File: config.mk
export PLATFORM = sky130hd
export DESIGN_NAME = http_request_line_parser_top
export DESIGN_NICKNAME = d
export VERILOG_FILES = /design/src/hrlp_pkg.sv /design/src/hrlp_parser.sv /design/src/hrlp_out_buf.sv /design/src/http_request_line_parser_top.sv
export VERILOG_INCLUDE_DIRS = /design/src /design/src/src
export SDC_FILE = /design/constraint.sdc
export NUM_CORES = 1
export LEC_CHECK = 0
export BUFFER_PORTS_ARGS = -buffer_cell sky130_fd_sc_hd__buf_2
export CAP_MARGIN = 20
export CORE_UTILIZATION = 44
export DETAILED_ROUTE_END_ITERATION = 6
export PLACE_DENSITY_LB_ADDON = 0.3
export SYNTH_ARGS = -nofsm -noshare
export SYNTH_HDL_FRONTEND = slang
export SYNTH_SLANG_ARGS = --single-unit
File: constraint.sdc
create_clock -name clk -period 12 [get_ports clk]
set_clock_uncertainty 0.15 [all_clocks]
set_input_delay 1.2 -clock clk [delete_from_list [all_inputs] [get_ports clk]]
set_output_delay 1.2 -clock clk [all_outputs]
set_load 0.01 [all_outputs]
File: src/http_request_line_parser_top_macros.svh
// assertion helpers for the request line parser
`ifndef HTTP_REQUEST_LINE_PARSER_TOP_MACROS_SVH
`define HTTP_REQUEST_LINE_PARSER_TOP_MACROS_SVH

// same-cycle implication
`define HRLP_CHECK(lbl, ante, cons, msg) \
  lbl: assert property (@(posedge clk) disable iff (rst) (ante) |-> (cons)) else $error(msg);

// next-cycle implication
`define HRLP_CHECK_NEXT(lbl, ante, cons, msg) \
  lbl: assert property (@(posedge clk) disable iff (rst) (ante) |=> (cons)) else $error(msg);

`endif

File: src/hrlp_pkg.sv
`default_nettype none
package hrlp_pkg;

  typedef struct packed {
    logic       start_of_request;
    logic [7:0] byte_in;
  } req_t;

  typedef struct packed {
    logic [1:0] kind;
    logic [7:0] data_byte;
    logic [2:0] status;
    logic       last;
  } res_t;

  // results of one byte, in order, count of valid entries in cnt
  typedef struct packed {
    logic [1:0]       cnt;
    res_t [2:0]       items;
  } group_t;

  typedef enum logic [2:0] {
    PH_METHOD,
    PH_GAP,
    PH_PATH,
    PH_QUERY,
    PH_PROTO,
    PH_DONE
  } phase_t;

  typedef struct packed {
    logic        first_seen;
    logic        slash_ok;
    logic        nul_seen;
    logic [15:0] name_count;
  } name_st_t;

  typedef struct packed {
    name_st_t s;
    logic     put;
  } emit_res_t;

  localparam logic [1:0] KIND_STATUS = 2'd0;
  localparam logic [1:0] KIND_NAME   = 2'd1;
  localparam logic [1:0] KIND_QUERY  = 2'd2;

  localparam logic [2:0] ST_OK        = 3'd0;
  localparam logic [2:0] ST_BAD_REQ   = 3'd1;
  localparam logic [2:0] ST_BAD_METH  = 3'd2;
  localparam logic [2:0] ST_BAD_NAME  = 3'd3;
  localparam logic [2:0] ST_BAD_QUERY = 3'd4;

  localparam logic [1:0] DS_IDLE  = 2'd0;
  localparam logic [1:0] DS_PCT   = 2'd1;
  localparam logic [1:0] DS_DIGIT = 2'd2;

  localparam logic [7:0] CH_NUL   = 8'h00;
  localparam logic [7:0] CH_TAB   = 8'h09;
  localparam logic [7:0] CH_LF    = 8'h0A;
  localparam logic [7:0] CH_CR    = 8'h0D;
  localparam logic [7:0] CH_SPACE = 8'h20;
  localparam logic [7:0] CH_PCT   = 8'h25;
  localparam logic [7:0] CH_SLASH = 8'h2F;
  localparam logic [7:0] CH_QM    = 8'h3F;
  localparam logic [7:0] CH_LOWER = 8'h20;

  localparam logic [1:0]  METHOD_LEN  = 2'd3;
  localparam logic [15:0] LIMIT_RESET = 16'd1024;
  localparam logic [15:0] COUNT_MAX   = 16'hFFFF;

  function automatic logic [7:0] get_char(input logic [1:0] p);
    logic [7:0] c;
    case (p)
      2'd0:    c = 8'h67;
      2'd1:    c = 8'h65;
      default: c = 8'h74;
    endcase
    return c;
  endfunction

  function automatic logic is_hex(input logic [7:0] c);
    return (c >= 8'h30 && c <= 8'h39) || (c >= 8'h61 && c <= 8'h66) ||
           (c >= 8'h41 && c <= 8'h46);
  endfunction

  function automatic logic [3:0] hex_val(input logic [7:0] c);
    logic [7:0] v;
    if (c >= 8'h30 && c <= 8'h39) begin
      v = c - 8'h30;
    end else if (c >= 8'h61 && c <= 8'h66) begin
      v = c - 8'h57;
    end else if (c >= 8'h41 && c <= 8'h46) begin
      v = c - 8'h37;
    end else begin
      v = 8'h00;
    end
    return v[3:0];
  endfunction

  // one decoded path byte through the file-name tracker
  function automatic emit_res_t emit_step(input name_st_t s, input logic [7:0] d);
    emit_res_t r;
    r.s   = s;
    r.put = 1'b0;
    if (!s.first_seen) begin
      r.s.first_seen = 1'b1;
      r.s.slash_ok   = (d == CH_SLASH);
    end else if (!s.nul_seen && s.slash_ok) begin
      if (d == CH_NUL) begin
        r.s.nul_seen = 1'b1;
      end else begin
        if (s.name_count != COUNT_MAX) begin
          r.s.name_count = s.name_count + 16'd1;
        end
        r.put = 1'b1;
      end
    end
    return r;
  endfunction

endpackage
`default_nettype wire

File: src/hrlp_parser.sv
`default_nettype none
module hrlp_parser
  import hrlp_pkg::*;
(
  input  wire logic        clk,
  input  wire logic        rst,
  input  wire logic        accept,
  input  wire req_t        req,
  input  wire logic        cfg_we,
  input  wire logic [15:0] cfg_data,
  output group_t           grp
);

  phase_t      phase, phase_next, cur_phase;
  logic [1:0]  method_progress, method_progress_next, cur_progress;
  logic        method_bad, method_bad_next, cur_method_bad;
  logic [1:0]  decode_stage, decode_stage_next, cur_stage;
  logic [7:0]  held_digit, held_digit_next, cur_held;
  logic [15:0] query_count, query_count_next, cur_query;
  name_st_t    name_st, name_st_next, cur_name;
  logic [15:0] name_limit;
  logic [15:0] thr;
  logic [7:0]  b;
  logic        ws;
  logic        line_end;

  assign b        = req.byte_in;
  assign ws       = (b == CH_SPACE) || (b == CH_TAB);
  assign line_end = (b == CH_CR) || (b == CH_LF) || (b == CH_NUL);
  assign thr      = (name_limit == 16'd0) ? 16'd0 : name_limit - 16'd1;

  // start of request clears before the byte is parsed
  always_comb begin
    if (req.start_of_request) begin
      cur_phase      = PH_METHOD;
      cur_progress   = 2'd0;
      cur_method_bad = 1'b0;
      cur_stage      = DS_IDLE;
      cur_held       = 8'h00;
      cur_query      = 16'd0;
      cur_name       = '0;
    end else begin
      cur_phase      = phase;
      cur_progress   = method_progress;
      cur_method_bad = method_bad;
      cur_stage      = decode_stage;
      cur_held       = held_digit;
      cur_query      = query_count;
      cur_name       = name_st;
    end
  end

  always_comb begin
    phase_next = cur_phase;
    if (cur_phase != PH_DONE) begin
      if (line_end) begin
        phase_next = PH_DONE;
      end else begin
        unique case (cur_phase)
          PH_METHOD: begin
            if (ws) phase_next = PH_GAP;
          end
          PH_GAP: begin
            if (!ws) phase_next = (b == CH_QM) ? PH_QUERY : PH_PATH;
          end
          PH_PATH: begin
            if (ws) phase_next = PH_PROTO;
            else if (b == CH_QM) phase_next = PH_QUERY;
          end
          PH_QUERY: begin
            if (ws) phase_next = PH_PROTO;
          end
          default: ;
        endcase
      end
    end
  end

  always_comb begin
    logic [7:0] ed [3];
    logic [2:0] een;
    logic [1:0] ec;
    logic [1:0] oc;
    logic       do_path;
    logic       do_flush;
    logic       pass_b;
    emit_res_t  er;
    name_st_t   ns;
    logic [2:0] st;

    ed[0] = 8'h00;
    ed[1] = 8'h00;
    ed[2] = 8'h00;
    een   = 3'b000;
    ec    = 2'd0;
    oc    = 2'd0;
    pass_b = 1'b0;
    er    = '0;
    st    = ST_OK;
    grp   = '0;

    method_progress_next = cur_progress;
    method_bad_next      = cur_method_bad;
    decode_stage_next    = cur_stage;
    held_digit_next      = cur_held;
    query_count_next     = cur_query;

    do_path  = 1'b0;
    do_flush = 1'b0;

    if (cur_phase != PH_DONE && !line_end) begin
      if (cur_phase == PH_GAP && !ws && b != CH_QM) do_path = 1'b1;
      if (cur_phase == PH_PATH && !ws && b != CH_QM) do_path = 1'b1;
      if (cur_phase == PH_PATH && (ws || b == CH_QM)) do_flush = 1'b1;

      if (cur_phase == PH_METHOD) begin
        if (ws) begin
          if (cur_progress != METHOD_LEN) method_bad_next = 1'b1;
        end else if (cur_progress < METHOD_LEN &&
                     (b | CH_LOWER) == get_char(cur_progress)) begin
          method_progress_next = cur_progress + 2'd1;
        end else begin
          method_bad_next = 1'b1;
        end
      end
    end

    if (do_flush) begin
      if (cur_stage != DS_IDLE) begin
        ed[ec] = CH_PCT; een[ec] = 1'b1; ec = ec + 2'd1;
      end
      if (cur_stage == DS_DIGIT) begin
        ed[ec] = cur_held; een[ec] = 1'b1; ec = ec + 2'd1;
      end
      decode_stage_next = DS_IDLE;
    end

    if (do_path) begin
      pass_b = 1'b1;
      case (cur_stage)
        DS_PCT: begin
          if (is_hex(b)) begin
            held_digit_next   = b;
            decode_stage_next = DS_DIGIT;
            pass_b            = 1'b0;
          end else begin
            ed[ec] = CH_PCT; een[ec] = 1'b1; ec = ec + 2'd1;
            decode_stage_next = DS_IDLE;
          end
        end
        DS_DIGIT: begin
          if (is_hex(b)) begin
            ed[ec] = {hex_val(cur_held), hex_val(b)}; een[ec] = 1'b1; ec = ec + 2'd1;
            decode_stage_next = DS_IDLE;
            pass_b            = 1'b0;
          end else begin
            ed[ec] = CH_PCT; een[ec] = 1'b1; ec = ec + 2'd1;
            ed[ec] = cur_held; een[ec] = 1'b1; ec = ec + 2'd1;
            decode_stage_next = DS_IDLE;
          end
        end
        default: ;
      endcase
      if (pass_b) begin
        if (b == CH_PCT) begin
          decode_stage_next = DS_PCT;
        end else begin
          ed[ec] = b; een[ec] = 1'b1; ec = ec + 2'd1;
        end
      end
    end

    ns = cur_name;
    for (int i = 0; i < 3; i++) begin
      if (een[i]) begin
        er = emit_step(ns, ed[i]);
        ns = er.s;
        if (er.put && !cur_method_bad) begin
          grp.items[oc] = '{kind: KIND_NAME, data_byte: ed[i], status: ST_OK, last: 1'b0};
          oc = oc + 2'd1;
        end
      end
    end
    name_st_next = ns;

    if (cur_phase == PH_QUERY && !line_end && !ws) begin
      if (cur_query != COUNT_MAX) query_count_next = cur_query + 16'd1;
      if (!cur_method_bad && cur_name.first_seen && cur_name.slash_ok) begin
        grp.items[oc] = '{kind: KIND_QUERY, data_byte: b, status: ST_OK, last: 1'b0};
        oc = oc + 2'd1;
      end
    end

    if (cur_phase != PH_DONE && line_end) begin
      if (cur_phase != PH_PROTO) begin
        st = ST_BAD_REQ;
      end else if (cur_method_bad) begin
        st = ST_BAD_METH;
      end else if (!cur_name.first_seen || !cur_name.slash_ok ||
                   cur_name.name_count >= thr) begin
        st = ST_BAD_NAME;
      end else if (cur_query >= thr) begin
        st = ST_BAD_QUERY;
      end else begin
        st = ST_OK;
      end
      grp.items[oc] = '{kind: KIND_STATUS, data_byte: 8'h00, status: st, last: 1'b1};
      oc = oc + 2'd1;
    end

    grp.cnt = oc;
  end

  always_ff @(posedge clk) begin
    if (rst) begin
      phase           <= PH_METHOD;
      method_progress <= 2'd0;
      method_bad      <= 1'b0;
      decode_stage    <= DS_IDLE;
      held_digit      <= 8'h00;
      query_count     <= 16'd0;
      name_st         <= '0;
    end else if (accept) begin
      phase           <= phase_next;
      method_progress <= method_progress_next;
      method_bad      <= method_bad_next;
      decode_stage    <= decode_stage_next;
      held_digit      <= held_digit_next;
      query_count     <= query_count_next;
      name_st         <= name_st_next;
    end
  end

  always_ff @(posedge clk) begin
    if (rst) begin
      name_limit <= LIMIT_RESET;
    end else if (cfg_we) begin
      name_limit <= cfg_data;
    end
  end

endmodule
`default_nettype wire

File: src/hrlp_out_buf.sv
`default_nettype none
module hrlp_out_buf
  import hrlp_pkg::*;
(
  input  wire logic   clk,
  input  wire logic   rst,
  input  wire logic   load,
  input  wire group_t grp,
  output logic        ready,
  output logic        res_valid,
  input  wire logic   res_ready,
  output res_t        res
);

  logic [1:0] cnt;
  logic [1:0] rd_idx;
  res_t [2:0] items;
  logic       pop;
  logic       last_item;

  assign res_valid = (cnt != 2'd0);
  assign res       = items[rd_idx];
  assign pop       = res_valid && res_ready;
  assign last_item = (rd_idx == cnt - 2'd1);
  // a new transaction may enter as the final item of the group leaves
  assign ready     = !res_valid || (pop && last_item);

  always_ff @(posedge clk) begin
    if (rst) begin
      cnt    <= 2'd0;
      rd_idx <= 2'd0;
    end else if (load) begin
      cnt    <= grp.cnt;
      rd_idx <= 2'd0;
    end else if (pop) begin
      if (last_item) begin
        cnt    <= 2'd0;
        rd_idx <= 2'd0;
      end else begin
        rd_idx <= rd_idx + 2'd1;
      end
    end
  end

  always_ff @(posedge clk) begin
    if (load) begin
      items <= grp.items;
    end
  end

endmodule
`default_nettype wire

File: src/http_request_line_parser_top.sv
// HTTP request line parser.
// req carries one byte of the request stream per transaction (req_valid / req_ready);
// start_of_request set on a byte clears the parser before that byte is parsed.
// res carries result items (res_valid / res_ready): decoded file-name bytes, raw query
// bytes, and one status item with last set when CR, LF or NUL ends the line.
// Bytes after the line end give nothing until the next start_of_request.
// Latency: the first item of a byte is on res the cycle after the byte is taken.
// A byte yields 0 to 3 items; they leave one per cycle from a three-entry result
// register, and the next byte is taken in the cycle the last of them leaves.
// Throughput is one byte per cycle while each byte gives at most one item and res is
// not stalled; a byte giving more items holds req until the last of them leaves.
// cfg_we writes name_limit from cfg_data at once; write it only while idle.
// When res_ready is low, the current item holds and req_ready drops until the
// transaction's items have all gone.
// Reset: parser state cleared, name_limit 1024, result register empty.
`default_nettype none
`include "http_request_line_parser_top_macros.svh"
module http_request_line_parser_top
  import hrlp_pkg::*;
(
  input  wire logic        clk,
  input  wire logic        rst,
  input  wire logic        req_valid,
  output logic             req_ready,
  input  wire req_t        req,
  output logic             res_valid,
  input  wire logic        res_ready,
  output res_t             res,
  input  wire logic        cfg_we,
  input  wire logic [15:0] cfg_data
);

  group_t grp;
  logic   accept;
  logic   res_pop;
  logic   res_is_byte;
  logic   clear_cr;

  assign accept      = req_valid && req_ready;
  assign res_pop     = res_valid && res_ready;
  assign res_is_byte = res_valid && (res.kind != KIND_STATUS);
  assign clear_cr    = accept && req.start_of_request && (req.byte_in == CH_CR);

  hrlp_parser u_parser (
    .clk      (clk),
    .rst      (rst),
    .accept   (accept),
    .req      (req),
    .cfg_we   (cfg_we),
    .cfg_data (cfg_data),
    .grp      (grp)
  );

  hrlp_out_buf u_out_buf (
    .clk       (clk),
    .rst       (rst),
    .load      (accept),
    .grp       (grp),
    .ready     (req_ready),
    .res_valid (res_valid),
    .res_ready (res_ready),
    .res       (res)
  );

  `HRLP_CHECK(a_empty_ready, !res_valid, req_ready, "empty result register not ready")
  `HRLP_CHECK(a_status_frees, res_pop && res.last, req_ready, "input blocked after status")
  `HRLP_CHECK(a_byte_fields, res_is_byte, res.status == ST_OK && !res.last, "byte item fields")
  `HRLP_CHECK_NEXT(a_clear_end, clear_cr, res_valid && res.last, "no status after line end")

endmodule
`default_nettype wire

==> metrics.md, run 1 <==
| Metric | Value |
|---|---|
| Outcome | `finished clean` |
| Post-synth EDFFs | `42` |
| Ys async rst share | `0%` |
| Period utilization | `80.86%` |
| CTS tree | `built` |
| Fillers | `2323` |
| Htree depth | `4` |
| Core ar. | `23610 µm²` |
| Largest net degree at the start of global routing | `86` |
| Cts hold-fix bufs | `0` |
| Normalized max-slew margin | `29.83%` |
| DR pass1 iterations | `5` |
| Max incr delay on CP | `0.83 ns` |
| Most common cell in the netlist | `nand2_1` |
| Tightest Pin Transition | `1.050 ns` |
| # nets final | `1452` |
| Mean number of vias per cell | `6.010` |
| FF-to-FF Start | `u_parser.decode_stage[0]$_SDFFE_PP0P_` |
| Die outline height | `157.4 µm` |
| WP data required | `12.12 ns` |
| P_sw | `0.3014 mW` |
| Pint | `0.8148 mW` |
| Root buffer cell | `clkbuf_16` |
| Hold path startpoint | `u_out_buf.cnt[1]$_SDFFE_PP0P_` |
| Critical path arrival | `9.82 ns` |
| Post-synthesis sequential area ratio | `25.24%` |
| Max Cap Viol | `0` |
| Via count | `10140` |
| Design area | `11630 µm²` |
| Dominant cell type by area after synthesis | `dfxtp_1` |
| Post-layout min period | `9.703 ns` |
| Synthesized area | `10630 µm²` |
| Final Util | `49.26%` |
| Pwr Total | `1.116 mW` |
| Crit-path max FO | `20` |
| Final setup viols | `0` |
| LEAKAGE | `4.716 nW` |
| Port bufs | `45` |
| Synth Flop Type | `dfxtp_1` |
| Average wire per standard cell | `18.63 µm` |
| Tot GR Track Use | `25.87%` |
| Area of the multi-input gates | `7390 µm²` |
| Slowest cell on crit path | `or4_1` |
| Setup tns final | `0 ns` |
| Fin. Hold Viols | `0` |
| Initial Utilization | `45.01%` |
| Iter 0 DRT Violations | `792` |
| DIE AREA | `24780 µm²` |
| # DRC | `0` |
| Placed Cells | `1655` |
| Most frequent cells after synthesis | `171 x nand2_1, 154 x nor2_1, 71 x dfxtp_1, 69 x o21ai_0, 67 x ha_1` |
| Antenna viol nets, final | `0` |
| Die X | `157.4 µm` |
| Syn_area_per_cell | `7.792 µm²` |
| Crit Path Class | `input pin to flip-flop` |
| N_diodes | `0` |
| Share of post-route cells with drive strength above 1 | `10.53%` |
| Post-detail-place hpwl | `23520 µm` |
| Power per cell area | `95.95 nW/µm²` |
| CTS sink count | `113` |
| Clock Pin Slew Worst Setup and Hold Paths | `0.05 ns` |
| Combinational Power Share | `11.8%` |
| Worst skew pair latency | `0.42 ns` |
| Ports | `46` |
| Cell mode on critical path | `ha_1` |
| Grt ovf | `0` |
| Unrepaired setup endpoints after global routing | `false` |
| Achievable Freq | `0.1031 GHz` |
| YS warnings | `0` |
| Peak VDD IR | `0.00007363 V` |
| Seq pwr share | `37.5%` |
| Placement Cell Area | `10970 µm²` |
| Clk pwr share | `50.7%` |
| Switching share of power | `27.00%` |
| Worst Hold Class | `flip-flop to flip-flop` |
| Rows | `56` |
| Initial antenna violation count | `0` |
| CTS Buf Count | `17` |
| CP Launch Point | `req[8]` |
| CP startpoint kind | `input pin` |
| FF+latch count, synth | `113` |
| Endpoint type of the worst setup path | `flip-flop` |
| DRT Wirelength | `31440 µm` |
| Layout area overhead | `9.454%` |
| Setup Buffers After CTS | `0` |
| RD Place Congestion | `0.9580` |
| Max Root-Sink Buffers | `2` |
| First-pass GRT wire length | `50100 µm` |
| Vias in the first global route | `9207` |
| Synth cell types | `105` |
| Register area | `2683 µm²` |
| Post-Syn Instances | `1364` |
| # resized after CTS | `0` |
| Fin. max-slew vios | `0` |
| Largest cells by area after synthesis | `dfxtp_1 13%, edfxtp_1 12%, ha_1 7.9%` |
| Share of the synthesized area in the top cell type | `13.37%` |
| Syn nets | `1461` |
| Layout Cells excl Fill | `1687` |
==> placed cells by master (no fill, tap or decap), types with 33 or more instances in the layout <==
master,netlist,routed
nor2_1,154,154
edfxtp_1,42,42
a21oi_1,56,56
nand2_1,171,171
mux2i_1,46,46
ha_1,67,67
dfxtp_1,71,71
buf_2,9,45
nor2b_1,35,35
nand3_1,37,37
a21o_1,34,34
nor3_1,33,33
xnor2_1,33,33
o21ai_0,69,69
inv_1,52,52
==> layout make-up <==
type,instances,share of cell area [%]
multi-input combinational,1113,63.53
clock inverter,12,1.452
tap,319,3.431
clock buffer,20,4.206
timing repair buffer,54,2.517
inverter,56,1.807
sequential,113,23.06
==> cell families after synthesis <==
logic type,Yosys count,share of synthesized area [%]
and+or+nand+nor,571,26.76
AOI/OAI and AO/OA,362,24.81
buffers and inverters,138,5.227
DFF,113,25.24
adders and majority gates,67,7.888
xor gates and xnor gates,62,5.180
muxes,51,4.897
==> routing by layer <==
metal,track usage (%),part of all wire (%),up-vias
li1,-,-,4977
met1,37.79,49,4748
met2,39.17,43,369
met3,3.111,5.9,45
met4,8.183,2.0,0
met5,0,0,-
==> final timing paths <==
kind	cells past startpoint	slack [ns]	endpoint
worst max-delay path	31	2.30	u_parser.name_st[14]$_SDFFE_PP0P_
worst min-delay path	2	0.33	u_out_buf.cnt[1]$_SDFFE_PP0P_
worst max register to register	28	3.07	u_parser.name_st[14]$_SDFFE_PP0P_
worst min register to register	2	0.33	u_out_buf.cnt[1]$_SDFFE_PP0P_
==> worst max-delay path, delay by kind of cell <==
| kind | cells | cell delay, ns |
|---|---|---|
| AND/OR/NAND/NOR | 10 | 3.17 |
| AO/OA/AOI/OAI | 9 | 2.34 |
| adder cells (fa/ha/maj) | 4 | 1.61 |
| buffers and inverters | 6 | 0.99 |
| XOR/XNOR | 2 | 0.50 |
==> power groups by stage <==
stage / clock network (mW) / logic, mW / registers (mW)
global placement: 0 / 0.128 / 0.426
finish: 0.566 / 0.132 / 0.418
CTS: 0.575 / 0.131 / 0.418
global route: 0.593 / 0.147 / 0.420
floorplan: 0 / 0.0953 / 0.423
detailed placement: 0 / 0.130 / 0.426
==> per-stage QoR <==
stage	setup slack (ns)	hold slack, ns
2_1_floorplan	2.788	0.2924
3_3_place_gp	2.198	0.3155
3_5_place_dp	2.015	0.3217
4_1_cts	2.450	0.3337
5_1_grt	1.638	0.3363
6_report	2.297	0.3293
==> flip-flops by register name (all words and copies together), names as in the netlist <==
register and flops:
u_parser.name_st 19, u_parser.held_digit 8, u_parser.method_progress 2, u_out_buf.cnt 2, u_parser.method_bad 1, u_out_buf.rd_idx 2, u_parser.name_limit 16, u_parser.query_count 16
u_parser.phase 3, u_out_buf.items 42, u_parser.decode_stage 2
(Power assumes the default switching activity.)
==> inputs of run 2 (changes only) <==
Settings changed: ABC_AREA from default to 1.
Clock period 12 ns to 9.3 ns, I/O delays scaled along.
==> run 2 against run 1 <==
Net effect:
- the flow now finishes with violations (DRC)
- clock power up 22%
- die area increased by 4.2%
- cell count grew 22%
- wire length rose by 7.2%
- global-route usage up 0.73 points
- register-to-register slack got worse by 0.87 ns
- combinational power is 50% higher
- largest power group unchanged
- cell area up 3.8%
- via count is 14% higher
==> metrics.md, run 2 <==
| Metric | Value |
|---|---|
| Setup crit end | `u_out_buf.items[21]$_DFFE_PP_ (was u_parser.name_st[14]$_SDFFE_PP0P_)` |
| Post-Syn Instances | `1709 (was 1364)` |
| Antenna viol nets, final | `0 (unchanged)` |
| Max incr delay on CP | `0.52 ns (was 0.83 ns)` |
| Syn nets | `1806 (was 1461)` |
| Met3 wire length | `2854 µm (was 1850 µm)` |
| Most frequent cells in the layout | `348 x nand2_1, 217 x inv_1, 213 x nor2_1 (was 171 x nand2_1, 154 x nor2_1, 71 x dfxtp_1)` |
| Vias in the first global route | `10630 (was 9207)` |
| # DRC | `2 (was 0)` |
| Htree depth | `4 (unchanged)` |
| Pint | `1.021 mW (was 0.8148 mW)` |
| Syn_area_per_cell | `6.486 µm² (was 7.792 µm²)` |
| Final setup viols | `0 (unchanged)` |
| Clk pwr share | `48.4% (was 50.7%)` |
| Die X | `160.7 µm (was 157.4 µm)` |
| CTS sink count | `113 (unchanged)` |
| Dominant cell type by area after synthesis | `dfxtp_1 (unchanged)` |
| Critical path arrival | `7.78 ns (was 9.82 ns)` |
| Achievable Freq | `0.1285 GHz` |
| Grt ovf | `0 (unchanged)` |
| LEAKAGE | `5.303 nW (was 4.716 nW)` |
| Setup Buffers After CTS | `0 (unchanged)` |
| Root buffer cell | `clkbuf_16 (unchanged)` |
| YS warnings | `0 (unchanged)` |
| Share of post-route cells with drive strength above 1 | `12.08% (was 10.53%)` |
| Final Util | `49.21% (was 49.26%)` |
| Layout area overhead | `8.929% (was 9.454%)` |
| Endpoint type of the worst setup path | `flip-flop (unchanged)` |
| Initial Utilization | `45.18% (was 45.01%)` |
| Via count | `11570 (was 10140)` |
| N_diodes | `0 (unchanged)` |
| Post-synth EDFFs | `42 (unchanged)` |
| First-pass GRT wire length | `54840 µm (was 50100 µm)` |
| Largest cells by area after synthesis | `dfxtp_1 13%, nand2_1 12%, edfxtp_1 11% (was dfxtp_1 13%, edfxtp_1 12%, ha_1 7.9%)` |
| Ys async rst share | `0% (unchanged)` |
| Worst skew pair latency | `0.43 ns (was 0.42 ns)` |
| # nets final | `1823 (was 1452)` |
| CTS tree | `built (unchanged)` |
| Unrepaired setup endpoints after global routing | `false (unchanged)` |
| Worst reg2reg endpoint | `u_out_buf.items[21]$_DFFE_PP_ (was u_parser.name_st[14]$_SDFFE_PP0P_)` |
| Post-detail-place hpwl | `26090 µm (was 23520 µm)` |
| Fin. Hold Viols | `0 (unchanged)` |
| Crit Path Class | `input pin to flip-flop (unchanged)` |
| Met2 wire length | `14400 µm (was 13670 µm)` |
| Iter 0 DRT Violations | `1103 (was 792)` |
| DR pass1 iterations | `7 (was 5)` |
| Peak VDD IR | `0.00009859 V (was 0.00007363 V)` |
| Combinational Power Share | `13.9% (was 11.8%)` |
| R2R cell count | `37 (was 28)` |
| Cts hold-fix bufs | `0 (unchanged)` |
| Most frequent cells after synthesis | `348 x nand2_1, 218 x inv_1, 213 x nor2_1, 154 x nand3_1, 111 x o21ai_0 (was 171 x nand2_1, 154 x nor2_1, 71 x dfxtp_1, 69 x o21ai_0, 67 x ha_1)` |
| Synthesized area | `11080 µm² (was 10630 µm²)` |
| Mean number of vias per cell | `5.609 (was 6.010)` |
| Commonest non-fill, non-tap cell in the layout | `nand2_1 (unchanged)` |
| Synth cell types | `66 (was 105)` |
| CP Launch Point | `req[0] (was req[8])` |
| Synth Flop Type | `dfxtp_1 (unchanged)` |
| Max reg flops | `42 (unchanged)` |
| FF+latch count, synth | `113 (unchanged)` |
| RD Place Congestion | `1.064 (was 0.9580)` |
| Max Cap Viol | `0 (unchanged)` |
| Clock Pin Slew Worst Setup and Hold Paths | `0.06 ns (was 0.05 ns)` |
| Placed Cells | `2031 (was 1655)` |
| Crit-path max FO | `12 (was 20)` |
| Fin. max-slew vios | `0 (unchanged)` |
| Cell mode on critical path | `nand2_1 (was ha_1)` |
| P_sw | `0.4039 mW (was 0.3014 mW)` |
| Post-synthesis sequential area ratio | `24.20% (was 25.24%)` |
| Largest Register | `u_out_buf.items (unchanged)` |
| Failing checks | `DRC` |
| Seq pwr share | `37.7% (was 37.5%)` |
| Power per cell area | `118.0 nW/µm² (was 95.95 nW/µm²)` |
| Share of the synthesized area in the top cell type | `12.82% (was 13.37%)` |
| Setup tns final | `0 ns (unchanged)` |
| Ports | `46 (unchanged)` |
| Highest Signal Layer | `met4 (unchanged)` |
| # resized after CTS | `0 (unchanged)` |
| DIE AREA | `25830 µm² (was 24780 µm²)` |
| Period utilization | `83.71%` |
| DRT Wirelength | `33700 µm (was 31440 µm)` |
| Most common cell in the netlist | `nand2_1 (unchanged)` |
| Biggest regs | `u_out_buf.items x42, u_parser.name_st x19 (unchanged)` |
| CTS Buf Count | `17 (unchanged)` |
| Max Root-Sink Buffers | `2 (unchanged)` |
| Average wire per standard cell | `16.34 µm (was 18.63 µm)` |
| CP startpoint kind | `input pin (unchanged)` |
| Slowest cell on crit path | `o32ai_1 (was or4_1)` |
| Normalized max-slew margin | `31.27% (was 29.83%)` |
| Worst Hold Class | `flip-flop to flip-flop (unchanged)` |
| Initial antenna violation count | `0 (unchanged)` |
| Post-layout min period | `7.785 ns` |
| Layout Cells excl Fill | `2063 (was 1687)` |
| Hold path startpoint | `u_parser.name_st[9]$_SDFFE_PP0P_ (was u_out_buf.cnt[1]$_SDFFE_PP0P_)` |
| Largest net degree at the start of global routing | `54 (was 86)` |
| Switching share of power | `28.35% (was 27.00%)` |
| Tightest Pin Transition | `1.030 ns (was 1.050 ns)` |
| Core ar. | `24530 µm² (was 23610 µm²)` |
| Tot GR Track Use | `26.60% (was 25.87%)` |
| FF-to-FF Start | `u_parser.decode_stage[0]$_SDFFE_PP0P_ (unchanged)` |
| Flop2flop setup slack | `2.20 ns (was 3.07 ns)` |
| Rows | `57 (was 56)` |
| Port bufs | `45 (unchanged)` |
| Outcome | `finished with violations (was finished clean)` |
| WP data required | `9.30 ns (was 12.12 ns)` |
| Post-Route M1 WL | `15350 µm (was 15280 µm)` |
| Die outline height | `160.7 µm (was 157.4 µm)` |
run 2: per-stage QoR:
step / hold slack (ns) / power, mW / setup WS, ns / instance area [µm²]
after floorplan: 0.2758 / 0.6953 / 1.807 / 11080
after global placement: 0.2919 / 0.7403 / 1.683 / 11480
after detailed placement: 0.2952 / 0.7417 / 1.287 / 11480
after CTS: 0.3101 / 1.426 / 1.675 / 12070
after global routing: 0.3247 / 1.473 / 0.6955 / 12070
final: 0.3093 / 1.424 / 1.515 / 12070
run 2: cell type report:
class / instances / area, µm²
clock buffers: 22 / 464.2
flip-flops and latches: 113 / 2683
multi-input cells: 1293 / 7169
repair buffers: 52 / 277.8
fillers: 2481 / 12460
clock inverters: 10 / 133.9
inverters: 249 / 940.9
well taps: 324 / 405.4
run 2: how the worst min path moves through the flow:
stage,to,cells past startpoint,slack [ns]
3_5_place_dp,u_parser.name_st[10]$_SDFFE_PP0P_,2,0.30
2_1_floorplan,u_parser.name_st[15]$_SDFFE_PP0P_,2,0.28
3_3_place_gp,u_parser.held_digit[1]$_SDFFE_PP0P_,2,0.29
5_1_grt,u_parser.method_bad$_SDFFE_PP0P_,2,0.32
4_1_cts,u_parser.name_st[9]$_SDFFE_PP0P_,2,0.31
6_report,u_parser.name_st[9]$_SDFFE_PP0P_,2,0.31
run 2: cells by family after synthesis:
group	Yosys count	synth area share (%)
XOR/XNOR	19	1.874
AO/OA/AOI/OAI	288	15.46
adder cells (fa/ha/maj)	67	7.563
buffers and inverters	303	11.16
flip-flops	113	24.20
AND/OR/NAND/NOR	919	39.73
run 2: power groups by stage:
stage | clock [mW] | combinational (mW) | sequential, mW
after global routing | 0.714 | 0.219 | 0.539
after CTS | 0.694 | 0.195 | 0.537
after floorplan | 0 | 0.150 | 0.546
after global placement | 0 | 0.193 | 0.547
final | 0.689 | 0.198 | 0.537
after detailed placement | 0 | 0.194 | 0.548
run 2: critical path, delay by kind of cell:
family / cells / cell delay [ns]
buffers and inverters: 6 / 0.82
AND/OR/NAND/NOR: 22 / 2.81
adder cells (fa/ha/maj): 6 / 1.66
AO/OA/AOI/OAI: 6 / 1.57
run 2: per-layer routing:
metal  GRT usage [%]  vias to the layer above
li1                -                     5760
met1           36.21                     5166
met2           41.34                      541
met3           5.294                      104
met4           10.16                        0
met5               0                        -
==> inputs of run 3 (changes only) <==
Settings changed: ABC_AREA 1 to 0.
Clock period 9.3 ns to 6.77 ns, I/O delays scaled along.
==> run 3 against run 2 <==
Net effect:
- the flow finishes with violations (setup timing)
- cell area grew 17%
- sequential power grew 38%
- critical path depth shrank 12
- setup slack lost 1.6 ns
- clock power grew 45%
- worst hold slack lost 0.016 ns
- highest routed layer unchanged
- critical path type unchanged
- largest power group unchanged
==> metrics.md, run 3 (synthesis gave the netlist of run 1 again) <==
| Metric | Value |
|---|---|
| Outcome | `finished with violations (unchanged)` |
| Failing checks | `setup timing (was DRC)` |
| Final setup viols | `15 (was 0)` |
| Clock Pin Slew Worst Setup and Hold Paths | `0.07 ns (was 0.06 ns)` |
| Root buffer cell | `clkbuf_16 (unchanged)` |
| Rows | `56 (was 57)` |
| Fin. Hold Viols | `0 (unchanged)` |
| Share of post-route cells with drive strength above 1 | `29.12% (was 12.08%)` |
| Worst Hold Class | `input pin to flip-flop (was flip-flop to flip-flop)` |
| Cts hold-fix bufs | `0 (unchanged)` |
| Critical path arrival | `7.03 ns (was 7.78 ns)` |
| Layout area overhead | `32.48% (was 8.929%)` |
| Final Util | `59.63% (was 49.21%)` |
| Switching share of power | `28.47% (was 28.35%)` |
| Ports | `46 (unchanged)` |
| Achievable Freq | `0.1450 GHz` |
| Slowest cell on crit path | `or4b_4 (was o32ai_1)` |
| Worst hold slack | `0.2930 ns (was 0.3093 ns)` |
| Tot GR Track Use | `28.25% (was 26.60%)` |
| Met3 wire length | `2443 µm (was 2854 µm)` |
| Port bufs | `45 (unchanged)` |
| Fin. max-slew vios | `0 (unchanged)` |
| Unrepaired setup endpoints after global routing | `true (was false)` |
| Most frequent cells in the layout | `243 x buf_4, 164 x nand2_1, 148 x nor2_1 (was 348 x nand2_1, 217 x inv_1, 213 x nor2_1)` |
| Post-layout min period | `6.896 ns` |
| Highest Signal Layer | `met4 (unchanged)` |
| Average wire per standard cell | `18.15 µm (was 16.34 µm)` |
| Pwr Total | `2.029 mW (was 1.424 mW)` |
| Power per cell area | `144.1 nW/µm² (was 118.0 nW/µm²)` |
| CTS tree | `built (unchanged)` |
| # DRC | `0 (was 2)` |
| Commonest non-fill, non-tap cell in the layout | `buf_4 (was nand2_1)` |
| Die outline height | `157.4 µm (was 160.7 µm)` |
| WP data required | `6.90 ns (was 9.30 ns)` |
| Post-layout worst setup margin | `-0.1262 ns (was 1.515 ns)` |
| Dpl ws | `-0.6659 ns (was 1.287 ns)` |
| Biggest regs | `u_out_buf.items x42, u_parser.name_st x19 (unchanged)` |
| Largest Register | `u_out_buf.items (unchanged)` |
| Pint | `1.451 mW (was 1.021 mW)` |
| Peak VDD IR | `0.0001415 V (was 0.00009859 V)` |
| Normalized max-slew margin | `31.91% (was 31.27%)` |
| First-pass GRT wire length | `54810 µm (was 54840 µm)` |
| Initial Utilization | `45.01% (was 45.18%)` |
| Post-detail-place hpwl | `25960 µm (was 26090 µm)` |
| Antenna viol nets, final | `0 (unchanged)` |
| Largest net degree at the start of global routing | `86 (was 54)` |
| CP startpoint kind | `input pin (unchanged)` |
| Buf+Inv Stages, Crit Path | `6 (unchanged)` |
| Clk pwr share | `49.4% (was 48.4%)` |
| Crit Path Class | `input pin to flip-flop (unchanged)` |
| P_sw | `0.5778 mW (was 0.4039 mW)` |
| Met2 wire length | `15920 µm (was 14400 µm)` |
| Initial antenna violation count | `0 (unchanged)` |
| N_diodes | `0 (unchanged)` |
| Seq pwr share | `36.5% (was 37.7%)` |
| Crit-path max FO | `7 (was 12)` |
| Mean number of vias per cell | `5.839 (was 5.609)` |
| Post-Route M1 WL | `15760 µm (was 15350 µm)` |
| CTS sink count | `113 (unchanged)` |
| Max incr delay on CP | `0.49 ns (was 0.52 ns)` |
| Vias in the first global route | `10360 (was 10630)` |
| Endpoint type of the worst setup path | `flip-flop (unchanged)` |
| Period utilization | `101.9%` |
| Die X | `157.4 µm (was 160.7 µm)` |
| # nets final | `1698 (was 1823)` |
| CTS Buf Count | `17 (unchanged)` |
| Max reg flops | `42 (unchanged)` |
| DIE AREA | `24780 µm² (was 25830 µm²)` |
| Htree depth | `4 (unchanged)` |
| Crit path max-delay family | `simple AND/OR/NAND/NOR gates (unchanged)` |
| DRT Wirelength | `35080 µm (was 33700 µm)` |
| Iter 0 DRT Violations | `1017 (was 1103)` |
| Core ar. | `23610 µm² (was 24530 µm²)` |
| Combinational Power Share | `14.1% (was 13.9%)` |
| Max Cap Viol | `0 (unchanged)` |
| Tightest Pin Transition | `1.017 ns (was 1.030 ns)` |
| Max Root-Sink Buffers | `2 (unchanged)` |
| LEAKAGE | `6.125 nW (was 5.303 nW)` |
| DR pass1 iterations | `5 (was 7)` |
| Via count | `11290 (was 11570)` |
| RD Place Congestion | `0.9552 (was 1.064)` |
| Worst skew pair latency | `0.44 ns (was 0.43 ns)` |
| Grt ovf | `0 (unchanged)` |
## run 3: changes by cell type in the layout (fill, tap and decap cells not counted), sizes merged, moves of 17 or more
| cell | change |
|---|---|
| and2 | +22 |
| nor2b | +35 |
| and3 | +17 |
| inv | -183 |
| mux2i | +46 |
| nand2 | -217 |
| xnor2 | +28 |
| nand3 | -129 |
| nor2 | -88 |
| a21o | +31 |
| buf | +246 |
| nand4 | -28 |
| o21ai | -49 |
## run 3: final cells by class
| cell class | count | area (µm²) |
|---|---|---|
| sequential | 113 | 2683 |
| fill | 2088 | 9533 |
| timing repair buffer | 300 | 2217 |
| clock buffer | 19 | 457.9 |
| tap | 319 | 399.1 |
| clock inverter | 13 | 171.4 |
| inverter | 56 | 236.5 |
| multi-input combinational | 1113 | 7915 |
## run 3: power by group through the flow
stage	Sequential (mW)	Combinational [mW]	Clock [mW]
detailed placement	0.755	0.270	0
global placement	0.755	0.266	0
finish	0.741	0.285	1.00
global route	0.744	0.313	1.03
floorplan	0.750	0.177	0
CTS	0.741	0.274	1.01
## run 3: metal layers
layer / GRT usage, % / vias up
li1: - / 5467
met1: 38.71 / 5298
met2: 45.03 / 451
met3: 4.130 / 71
met4: 9.709 / 0
met5: 0 / -
## run 3: worst reg2reg max path, stage by stage (launching register included)
cell and delay, ns:
dfxtp_1 0.47, or3b_2 0.49, nor2_1 0.17, o2111ai_2 0.21, ha_2 0.25, or2_4 0.26, a221oi_4 0.30, o311ai_4 0.16
a22o_4 0.28, o41ai_4 0.30, o21ai_2 0.13, or4_4 0.45, buf_12 0.17, and2_4 0.16, a311o_2 0.39, nor3_4 0.22
buf_6 0.14, a31oi_1 0.06, mux2i_1 0.16, or4b_4 0.49, or3b_4 0.43, o21ai_2 0.15, buf_6 0.15, mux2i_4 0.24
a211oi_1 0.09
## run 3: timing repair
action                                  CTS  global route
resized for setup                        11            77
pin swaps                                 5            38
buffers inserted                          7            21
endpoints found under the setup margin   22            28
gates cloned                              0             2
## run 3: stage by stage
step	TNS, ns	std cells	cell area [µm²]
global route	-5.427	1933	14080
floorplan	-13.67	1364	10940
detailed placement	-15.83	1871	12810
finish	-0.9369	1933	14080
global placement	-12.28	1871	12810
CTS	0	1910	13540
## run 3: final timing paths
check | start | endpoint | slack, ns | cells past startpoint
min | cfg_data[10] | u_parser.name_limit[10]$_SDFFE_PP1P_ | 0.29 | 2
max | req[0] | u_parser.name_st[1]$_SDFFE_PP0P_ | -0.13 | 28
min reg2reg | u_out_buf.cnt[1]$_SDFFE_PP0P_ | u_out_buf.cnt[1]$_SDFFE_PP0P_ | 0.33 | 2
max reg2reg | u_parser.phase[1]$_SDFFE_PP0P_ | u_parser.name_st[1]$_SDFFE_PP0P_ | 0.16 | 24
